[src/design/gbs_pkg.sv]
// Shared types and constants for the greedy box suppression block.
`default_nettype none
package gbs_pkg;
  localparam int MAX_BOXES = 64;
  localparam int CNT_W = $clog2(MAX_BOXES + 1);
  localparam int THR_W = 16;
  localparam logic [THR_W-1:0] THR_RESET = 16'd42598;

  typedef struct packed {
    logic signed [31:0] s;
    logic [11:0] h;
    logic [11:0] w;
    logic signed [15:0] y;
    logic signed [15:0] x;
  } box_t;

  localparam int BOX_W = $bits(box_t);

  typedef struct packed {
    logic valid;
    logic keep;
    logic done;
    box_t box;
  } cell_state_t;

  localparam logic [1:0] OP_HOLD    = 2'd0;
  localparam logic [1:0] OP_INSERT  = 2'd1;
  localparam logic [1:0] OP_JUDGE   = 2'd2;
  localparam logic [1:0] OP_ADVANCE = 2'd3;
endpackage
`default_nettype wire

[src/design/gbs_cell.sv]
// One chain cell: holds a ranked box and tests it against the pivot box.
`default_nettype none
module gbs_cell (
  input  wire logic clk,
  input  wire logic rst,
  input  wire logic [1:0] op,
  input  wire logic head,
  input  wire gbs_pkg::box_t new_box,
  input  wire logic gt_left,
  input  wire gbs_pkg::cell_state_t left,
  input  wire gbs_pkg::cell_state_t right,
  input  wire gbs_pkg::cell_state_t pivot,
  input  wire logic [gbs_pkg::THR_W-1:0] thr,
  output gbs_pkg::cell_state_t st,
  output logic gt
);
  logic signed [17:0] iw_c, ih_c;
  logic [11:0] iw, ih;
  logic ov1, ov2, ov3;
  logic [23:0] ua, ub, u, o2, o3;
  logic [39:0] tu;
  logic hit;

  assign gt = !st.valid || (new_box.s > st.box.s);

  always_comb begin
    logic signed [17:0] ae, be, ab, bb;
    ae = 18'(pivot.box.x) + 18'(signed'({1'b0, pivot.box.w}));
    be = 18'(st.box.x) + 18'(signed'({1'b0, st.box.w}));
    ab = 18'(pivot.box.x);
    bb = 18'(st.box.x);
    iw_c = ((ae < be) ? ae : be) - ((ab > bb) ? ab : bb);
    ae = 18'(pivot.box.y) + 18'(signed'({1'b0, pivot.box.h}));
    be = 18'(st.box.y) + 18'(signed'({1'b0, st.box.h}));
    ab = 18'(pivot.box.y);
    bb = 18'(st.box.y);
    ih_c = ((ae < be) ? ae : be) - ((ab > bb) ? ab : bb);
  end

  // overlap pipeline, free running; state is steady over a pass
  always_ff @(posedge clk) begin
    iw  <= iw_c[11:0];
    ih  <= ih_c[11:0];
    ov1 <= (iw_c > 18'sd0) && (ih_c > 18'sd0);
    ua  <= pivot.box.w * pivot.box.h;
    ub  <= st.box.w * st.box.h;
    o2  <= iw * ih;
    u   <= (ua < ub) ? ua : ub;
    ov2 <= ov1;
    o3  <= o2;
    ov3 <= ov2;
    tu  <= thr * u;
  end

  assign hit = !head && st.valid && st.keep && !st.done && pivot.valid && pivot.keep &&
               !pivot.done && ov3 && ({o3, 16'b0} > tu);

  always_ff @(posedge clk) begin
    if (rst) begin
      st.valid <= 1'b0;
    end else begin
      case (op)
        gbs_pkg::OP_INSERT: begin
          if (gt) begin
            if (gt_left) st <= left;
            else st <= '{valid: 1'b1, keep: 1'b1, done: 1'b0, box: new_box};
          end
        end
        gbs_pkg::OP_JUDGE: begin
          if (hit) st.keep <= 1'b0;
        end
        gbs_pkg::OP_ADVANCE: st <= right;
        default: ;
      endcase
    end
  end
endmodule
`default_nettype wire

[config.mk]
export PLATFORM = sky130hd
export DESIGN_NAME = gbs_cell
export DESIGN_NICKNAME = d
export VERILOG_FILES = /design/src/design/gbs_pkg.sv /design/src/design/gbs_cell.sv
export SDC_FILE = /design/constraint.sdc
export NUM_CORES = 2
export LEC_CHECK = 0
export BUFFER_PORTS_ARGS = -buffer_cell sky130_fd_sc_hd__buf_2
export CAP_MARGIN = 10
export CORE_MARGIN = 3
export CORE_UTILIZATION = 45
export CTS_BUF_LIST = sky130_fd_sc_hd__clkbuf_8
export CTS_CLUSTER_SIZE = 8
export DETAILED_ROUTE_END_ITERATION = 7
export HOLD_SLACK_MARGIN = 0.02
export PLACE_DENSITY_LB_ADDON = 0.3
export SLEW_MARGIN = 20
export SYNTH_ARGS = -nofsm -noshare
export SYNTH_HDL_FRONTEND = slang
export SYNTH_SLANG_ARGS = --single-unit
[constraint.sdc]
create_clock -name clk -period 20.7 [get_ports clk]
set_input_delay 3.105 -clock clk [delete_from_list [all_inputs] [get_ports clk]]
set_output_delay 3.105 -clock clk [all_outputs]
set_load 0.01 [all_outputs]
### After elaboration in Yosys (flattened, before gate mapping)

Index checks and enable logic that the tools add are counted.
W data, S select, Z words.

* $add $sub $neg: 6
* $mul: 4
* order comparisons: 9
* equality and inequality tests: 5
* mux-type cells: 11
* bitwise gates (word level): 1
* reductions and logical operators: 19

Operators by type and width (count)
* $mux W91: 2
* $pmux W89 S2: 1
* $mul A12 B12 Y24: 3
* $mux W18: 4
* $add A16 B13 Y17: 4
* $gt A40 B40 Y1: 1
* $mul A16 B24 Y40: 1
* $gt A18 B1 Y1 const B: 2
* $sub A18 B18 Y18: 2
* $lt A17 B17 Y1: 2
* $gt A16 B16 Y1: 2
* $gt A32 B32 Y1: 1
* $lt A24 B24 Y1: 1
* $mux W24: 1
* $logic_and A1 B1 Y1: 9
* $eq A2 B2 Y1 const B: 2
* $logic_not A1 Y1: 4
* $ne A2 B2 Y1 const B: 2
* $reduce_and A4 Y1: 1
* $pmux W1 S3: 1
* $reduce_and A3 Y1: 1
* $reduce_bool A3 Y1: 1
* $eq A2 B1 Y1 const B: 1
* $pmux W1 S2: 1
* 5 further kinds: 5

* bits in registers: 278
* input bits: 383
* output and inout bits: 92

### Depth between registers and ports, before layout

* depth in word-level cells: 11
* depth in mapped cells: 36

### Worst setup path before layout

OpenSTA, ideal clock, no wires.

* kind: input to register
* from: input pivot[45] (netlist bit)
* to: register ov1
* arrival: 9.175 ns
* data required time: 20.570 ns
* path slack: 11.395 ns
* cell stages on the path: 34
* buffers on the path: 3
* cell sequence: clkbuf_1 inv_1 fa_1 nor2b_1 o21ai_0 a21boi_0 o21ai_0 a21oi_1 nor2_1 o21bai_1 a21oi_1 xor2_1 inv_1 ha_1 a2111oi_0 o211ai_1 o22ai_1 a211oi_1 o211ai_1 a21oi_1 a21o_1 buf_2 buf_4 mux2i_1 ha_1 nor2b_1 o31a_1 o41ai_1 o21ai_1 o31ai_2 o21ai_1 a31o_2 a2111oi_0 nor3_1

* cells in the longest elaborated chain, start to end: 6

Ends and longest elaborated chain
* from (decl): RTL line gbs_cell.sv:12 `input wire gbs_pkg::cell_state_t pivot,`
* $add A16 B13 Y17 (*): RTL line gbs_cell.sv:33 `ae = 18'(pivot.box.y) + 18'(signed'({1'b0, pivot.box.h}));`
* $lt A17 B17 Y1: RTL line gbs_cell.sv:37 `ih_c = ((ae < be) ? ae : be) - ((ab > bb) ? ab : bb);`
* $mux W18 (*): RTL line gbs_cell.sv:37
* $sub A18 B18 Y18 (*): RTL line gbs_cell.sv:37
* $gt A18 B1 Y1 (*): RTL line gbs_cell.sv:44 `ov1 <= (iw_c > 18'sd0) && (ih_c > 18'sd0);`
* $logic_and A1 B1 Y1 (*): RTL line gbs_cell.sv:44
* to (signal assigned): RTL line gbs_cell.sv:44
* to (decl): RTL line gbs_cell.sv:19 `logic ov1, ov2, ov3;`

Every way passes the cells marked *; elsewhere a longest branch is shown, timed or not.
A chain may end at the register's enable or synchronous reset.

### Worst setup path after layout

* from: input pivot[44] (netlist bit)
* to: register ov1

Same word-level chain as after synthesis.

==> run metrics <==
die area 98100 um2; initial antenna violation count 9; pins over their slew limit 0; post-synthesis sequential area ratio 0.152; peak per-stage delay on the critical path 0.48 ns; clock sinks 278; Reg-to-Reg Start st[34]$_DFFE_PP_; number of synthesized flops with an enable pin 90; TritonCTS clock tree yes; GR Overflow Total 0; CP startpoint kind primary input; CTS H-tree lvls 2; CP arrival 10.61 ns; setup TNS 0 ns; drt first pass iters 6; gpl congestion 0.950; distinct cell type count after synthesis 78; Num CTS Buffers 49; total track usage 0.249; top post-synthesis cells by area fa_1 (29%), ha_1 (15%), dfxtp_1 (8.9%); M1 GR Usage 0.308; Hold Path Stages 0; final cell count without fillers about 6400; vias in the first global route 35100; Ys Warns 0; hold buffers post-CTS 0; RSZ-0062 raised after global routing false; CP Class primary input to flop; most common cell in the netlist inv_1; HPWL after DPL 99400 um; reg2reg end ov1$_DFF_P_; Final nets 6568; Final Cell Area 46800 um2; Post-synth top flop dfxtp_1; Worst path slowest cell a21o_1; cells on worst reg2reg path 27; WP data required roughly 21 ns; placed cell area 45800 um2; Max-Slew Margin vs Limit 0.332; synth cell count leaders inv_1 (843), nand2_1 (679), fa_1 (612); post-CTS setup buffer count 0; port bufs 442; post-synthesis register bit count 278; io pins roughly 480; Die X 313 um; top fanout value on the critical path 17; Layout area overhead 10.3%; maximum clock path buffer count 3; final-report hold violation count 0; routed len/inst 18.8 um; met2 GRT Util 0.434; Worst Skew around 0.072 ns; CTS resizes 0; first-pass GRT wire length 192000 um; final hold slack 0.322 ns; Hold Startpoint o2[4]$_DFF_P_; period utilization 0.488; met3 usage 0.0279; placed cells 6254; Vias/cell 5.25; Gate Count Post-Synth 4704; status completed; DRC Markers 0; layer with the highest usage met2; Root Buffer clkbuf_8; reg-to-reg slack, setup between 10 and 15 ns; min Tclk post-route 10.10 ns; FMAX between 90 and 100 MHz; Hold Path End o3[4]$_DFF_P_; Row Count 112; syn_area_per_cell 9.03 um2; Iteration-0 DRC Markers 1770; Setup Viol. Count Final 0; Worst-path clk slew approximately 0.060 ns; top cell type by total area after synthesis fa_1; Initial Util 0.454; Core Region between 90000 and 100000 um2; final wirelength roughly 120000 um; Slew @ Worst Pin 1.00 ns; max-cap violations 0; layout cell share with drive strength beyond 1 0.111; Post-synth ARST share 0; Synth top area share 0.288; Syn Nets 6220; CP endpoint kind flop; largest net degree at the start of global routing 132; clk_lat worst skew about 0.67 ns; Mapped Area about 42000 um2; hold crit path type flop to flop; via count roughly 33000; Die Y 313 um; antenna viol nets, final 0
[routing by layer]
metal	wire, um	vias to the layer above	share of wire
li1	-	15700	-
met1	48600	16500	0.41
met2	58400	1003	0.49
met3	5830	220	0.049
met4	6640	0	0.056
met5	0	-	0
[worst max path at each step]
stage / from / endpoint / cells past startpoint
4_1_cts: pivot[44] / ov1$_DFF_P_ / 33
2_1_floorplan: pivot[45] / ov1$_DFF_P_ / 34
3_5_place_dp: pivot[44] / ov1$_DFF_P_ / 33
5_1_grt: pivot[44] / ov1$_DFF_P_ / 33
3_3_place_gp: pivot[32] / ov1$_DFF_P_ / 30
6_report: pivot[44] / ov1$_DFF_P_ / 33
[critical path: cells and delay by family]
family | cells | cell delay [ns]
AO/OA/AOI/OAI | 21 | 4.80
XOR/XNOR | 1 | 0.20
adder cells (fa/ha/maj) | 4 | 1.24
buffers and inverters | 3 | 0.42
multiplexers | 1 | 0.48
AND/OR/NAND/NOR | 3 | 0.33
[kinds of logic (layout without fill, tap and decap cells)]
family / count (synthesis) / count (layout) / share of synthesized area
adders and majority gates: 1133 / 1133 / 0.442
DFF: 278 / 278 / 0.152
AOI/OAI and AO/OA: 595 / 595 / 0.0901
other: 0 / 10 / 0
and+or+nand+nor: 1349 / 1349 / 0.150
muxes: 180 / 180 / 0.0435
xor gates and xnor gates: 157 / 157 / 0.0324
buffers and inverters: 1012 / 1397 / 0.0898
[final cells by class]
type	instances	area (um2)
Timing Repair Buffer	466	2420
Clock inverter	28	141
Fill cell	8969	46600
Inverter	843	3160
Multi-Input combinational cell	3414	32200
Tap cell	1254	1570
Clock buffer	60	826
Sequential cell	278	6470
Antenna cell	10	25.0
[registers in the layout (all words and copies together), names as in the netlist]
register  flops
ov3           1
u            24
ih           12
st           91
ov1           1
ub           24
iw           12
ov2           1
o3           24
tu           40
o2           24
ua           24
[cell usage in the layout, fill, tap and decap left out, drive strengths merged, types with 11 or more instances in the layout]
cell,n
inv,860
nand2,679
fa,612
ha,521
buf,466
and2,300
dfxtp,188
o21ai,180
mux2i,143
a21oi,128
nor2,124
xnor2,110
a21o,100
edfxtp,90
clkbuf,60
nor3,48
xor2,47
o21a,40
nand3,40
mux2,37
nor2b,30
nand2b,30
nand4,28
and3,19
a211oi,16
or3,15
a211o,13
o211ai,13
o21bai,11
a31oi,11
a41oi,11
a21boi,11
[metrics by stage]
| stage | setup slack (ns) | utilization |
|---|---|---|
| 5_1_grt | 10.13 | 0.501 |
| 3_3_place_gp | 10.21 | 0.490 |
| 6_report | 10.60 | 0.501 |
| 2_1_floorplan | 11.39 | - |
| 3_5_place_dp | 10.09 | 0.490 |
| 4_1_cts | 10.79 | 0.500 |
Power is not shown: default switching activity piles up to over one toggle a cycle in this logic, so the estimate is an artifact.
